**src/rtl/core/ludd_ram.sv**
```systemverilog
`timescale 1ns / 1ps
`default_nettype none
// ----------------------------------------------------------------------------
// ludd_ram: generic single-port RAM
// One write or one read per cycle, registered read data.
// ----------------------------------------------------------------------------
module ludd_ram #(
	parameter int unsigned WIDTH = 32,
	parameter int unsigned DEPTH = 64
) (
	input  wire logic                     clk,
	input  wire logic                     we,
	input  wire logic [$clog2(DEPTH)-1:0] addr,
	input  wire logic [WIDTH-1:0]         wdata,
	output logic      [WIDTH-1:0]         rdata
);

	logic [WIDTH-1:0] mem_q [DEPTH];

	// write or read one word
	always_ff @(posedge clk) begin
		if (we) begin
			mem_q[addr] <= wdata;
		end
		rdata <= mem_q[addr];
	end

endmodule
`default_nettype wire

```
**config.mk**
```make
export PLATFORM = sky130hd
export DESIGN_NAME = ludd_ram
export DESIGN_NICKNAME = d
export VERILOG_FILES = /design/src/rtl/core/ludd_ram.sv
export SDC_FILE = /design/constraint.sdc
export NUM_CORES = 2
export LEC_CHECK = 0
export BUFFER_PORTS_ARGS = -buffer_cell sky130_fd_sc_hd__buf_2
export CAP_MARGIN = 20
export CORE_MARGIN = 2
export CORE_UTILIZATION = 56
export DETAILED_ROUTE_END_ITERATION = 8
export PLACE_DENSITY = 0.68
export SLEW_MARGIN = 5
export SYNTH_ARGS = -nofsm -noshare
export SYNTH_HDL_FRONTEND = slang
export SYNTH_SLANG_ARGS = --single-unit
```
**constraint.sdc**
```tcl
create_clock -name clk -period 4.76 [get_ports clk]
set_input_delay 0.714 -clock clk [delete_from_list [all_inputs] [get_ports clk]]
set_output_delay 0.714 -clock clk [all_outputs]
set_load 0.02 [all_outputs]
```
Yosys cells after proc, flatten, opt, wreduce, memory -nomap -nowiden
Memory sizes are Yosys's and may differ from the RTL's. A register that Yosys moved wholly into a read port is not among the register bits.
Index checks and enable logic that the tools add are counted.
{"block": "word_totals", "register_bits": 0, "mem_bits_rw": 2048, "output_inout_bits": 32, "wordCells": 3, "n_memories": 1}
{"name": "mem_q", "depth": 64, "word_bits": 32, "read_ports": 1, "rd_ports_with_merged_regs": 1, "write_ports": 1, "line_no": "18", "rtl": "logic [WIDTH-1:0] mem_q [DEPTH];"}
{"block": "classes", "mux": 2}
{"operator": "1-bit two-way mux", "n": 2}

Depth between registers and ports, before layout
{"block": "logic_depth", "depth_word": 2, "depth_mapped": 13, "ltp_nobuf": 6}

Least setup slack after synthesis
No wires, ideal clock.
{"block": "synth_path", "kind": "in2reg", "start": "input addr[2]", "end": "memory mem_q[15][0], enable pin", "setup_time_ns": 0.421, "t_arrival_ns": 3.532, "slack_ns": 0.807, "path_stages": 8, "cell_sequence": "buf_2 buf_2 buf_2 buf_2 buf_2 buf_2 nand3_1 nor2_1"}
{"element": "from (decl)", "line_no": "13", "rtl": "input wire logic [$clog2(DEPTH)-1:0] addr,"}
{"element": "to (decl)", "line_no": "18"}
Straight into the memory's write port.

==> flow_summary.yaml <==
timing:
  hold_violations: 0
  finalSetupViolCount: 0
  fmax_mhz: 295
  finalCritPeriodShare_pct: 71.1
  fin_skew_ns: 0.0249
  fin_tns_setup_ns: 0
  finalMaxSlewViolations: 0
  worstMarginPinSlew_ns: 1.15
  relSlewSlack_pct: 23.5
  rsz0062_at_grt: "no"
  period_needed_ns: 3.38
cts:
  cts_tree: "done"
  cts_hold_buffers: 0
  clock_latency_ns: 0.83
  cts_resized: 0
  post_cts_buffers: 0
  cts_buffer_depth: 3
  root_buffer: "clkbuf_16"
  h-tree-depth: 4
  cts_sinks: 2080
  cts.reportedPaths.clkPinSlew_ns: 0.06
  cts_buffers: 197
grt:
  grt_pass1_vias: 42700
  track_usage_pct: 29.7
  grt_pass1_wl_um: 304000
  grt_max_degree: 103
  overflow: 0
  antenna_found_initial: 7
setup_path:
  cp_top_family: "buffers and inverters"
  critPathMaxFanout: 81
  ff2ff_path_depth: 5
  critPathCaptureType: "flip-flop"
  worstSetupPathType: "in -> reg"
  rr_startpoint: "mem_q[18][23]$_DFFE_PP_"
  critPathLaunchType: "input port"
  cp_num_buf_inv: 4
  r2r_setup_slack_ns: 2.08
  worstPathRequired_ns: 5.44
  worst-path-stages: 9
  path_common_cell: "buf_12"
  r2r-end: "rdata[23]$_DFF_P_"
  path_cells: "buf_8, buf_12, buf_12, mux4_2, mux2i_1, nor2_1, a2111oi_0, buf_4, nand3_1"
  cpPeakStageDelay_ns: 0.69
  cpMaxStageDelayCell: "a2111oi_0"
  crit_arrival_ns: 4.07
synth:
  synth_area_um2: 78900
  avgSynthCellArea_um2: 18.6
  syn_nets: 4279
  synth_top_cell_by_area: "edfxtp_1"
  synth.top_cells.by_area: "edfxtp_1, mux2i_1, mux4_2"
  synth_cells: 4239
  yosysSeqAreaShare_pct: 78.7
  ys_ff_latch: 2080
  yosys.cell_types.count: 56
  synth_flop_cell: "edfxtp_1"
  synthArstFlopShare_pct: 0
  synth-edff-count: 2048
  synth_top_cell_area_share_pct: 77.9
  ys_warn_count: 0
power_and_ir_drop:
  p_leak_uw: 0.0290
  p_per_area_nw_per_um2: 421
  p_total_uw: 37700
  ir_drop_mv: 0.345
drt:
  num_vias: 43700
  first_pass_iters: 6
  ant_nets: 0
  viasPerCell: 6.74
  dr.first_iter.drc_count: 5842
  avgRoutedWirePerCell_um: 32.7
  drt-total-wl_um: 212000
  drcViolationCount: 0
final_layout:
  num-nets-final: 4484
  fin_util_pct: 64.2
  drive_above_1_share_pct: 19.9
  nFillCells: 9504
  final_area_um2: 89700
  area_growth_pct: 13.6
floorplanning:
  core_area_um2: 140000
  io_pins: 72
  initial_core_util_pct: 56.5
  fp.dieH_um: 379
  rows: 137
  die_w_um: 379
  dieArea_um2: 144000
hold_path:
  hold_depth: 1
  worstHoldStart: "wdata[17]"
  min_path_type: "in -> reg"
  min_to: "mem_q[25][17]$_DFFE_PP_"
place:
  place_congestion: 0.882
  dp_hpwl_um: 122000
  placed_cell_area_um2: 83200
  io_buffers: 71
outcome:
  outcome: "finished clean"
run:
  max_cap_viol_count: 0
==> sequential cells by signal (all words and copies together), names as in the netlist <==
| register | flops |
|---|---|
| mem_q | 2048 |
| rdata | 32 |
==> routing by layer <==
| metal | vias to the layer above | GRT usage, % | wire (um) |
|---|---|---|---|
| met5 | - | 0 | 52 |
| met4 | 8 | 11.7 | 8690 |
| met3 | 469 | 5.83 | 21900 |
| met2 | 2622 | 47.1 | 102000 |
| met1 | 22600 | 41.1 | 80200 |
| li1 | 18100 | - | - |
==> cell type report <==
type	instances	area, um^2	share of cell area (%)
multi-input cells	1859	16100	17.9
repair buffers	304	2810	3.13
inverters	2	15.0	0.0167
flip-flops and latches	2080	62100	69.3
well taps	1876	2350	2.62
diodes	4	10.0	0.0112
clock buffers	264	5420	6.04
clock inverters	98	873	0.974
==> power breakdown <==
group          switching [uW]  internal, uW  total, uW
Clock                    6620          8730      15300
Sequential               82.9         20300      20400
Combinational            1390           633       2030
Total                    8090         29600      37700
==> cell families (layout without fill, tap and decap cells) <==
family                 Yosys count  count (layout)  share of synthesized area (%)
and+or+nand+nor                424             424                           2.81
AOI/OAI and AO/OA              933             933                           8.66
muxes                          502             502                           8.12
buffers and inverters          300             668                           1.68
other                            0               4                              0
DFF                           2080            2080                           78.7
==> per-stage QoR <==
stage	worst slack, ns	hold WS, ns	instances
2_1_floorplan	0.807	0.564	4239
3_3_place_gp	0.604	0.588	6113
3_5_place_dp	0.609	0.597	6115
4_1_cts	1.46	0.326	6477
5_1_grt	1.40	0.265	6483
6_report	1.38	0.274	6487
==> Yosys cell counts, drive strengths merged (16+ instances only) <==
cell       n
edfxtp  2048
mux2i    259
a22oi    188
a221oi   175
clkbuf   169
mux2     147
nor2     145
buf      129
a21oi    121
mux4      96
o22ai     93
and3      85
o21ai     85
o22a      70
a22o      66
nand3     54
a31oi     43
dfxtp     32
nand2     28
nor3      22
nand2b    18
a211oi    17
a222oi    16
==> cell usage in the layout, fill, tap and decap left out, types with 70 or more instances in the layout <==
cell type	Yosys	routed
o21ai_0	84	84
a21oi_1	121	121
mux2i_1	259	259
mux4_2	96	96
and3_1	85	85
buf_4	8	179
edfxtp_1	2048	2048
nor2_1	145	77
clkbuf_16	0	203
a22oi_1	188	188
mux2_2	147	147
a221oi_1	175	175
o22ai_1	93	93
o22a_1	70	70
==> how the worst max path moves through the flow <==
stage,from,slack [ns],to
2_1_floorplan,addr[2],0.81,mem_q[15][0]$_DFFE_PP_
3_3_place_gp,addr[1],0.60,rdata[18]$_DFF_P_
3_5_place_dp,addr[1],0.61,rdata[18]$_DFF_P_
4_1_cts,addr[1],1.46,rdata[18]$_DFF_P_
5_1_grt,addr[1],1.40,rdata[4]$_DFF_P_
6_report,addr[1],1.38,rdata[18]$_DFF_P_
Note: power is estimated with default switching activity, not from simulation.
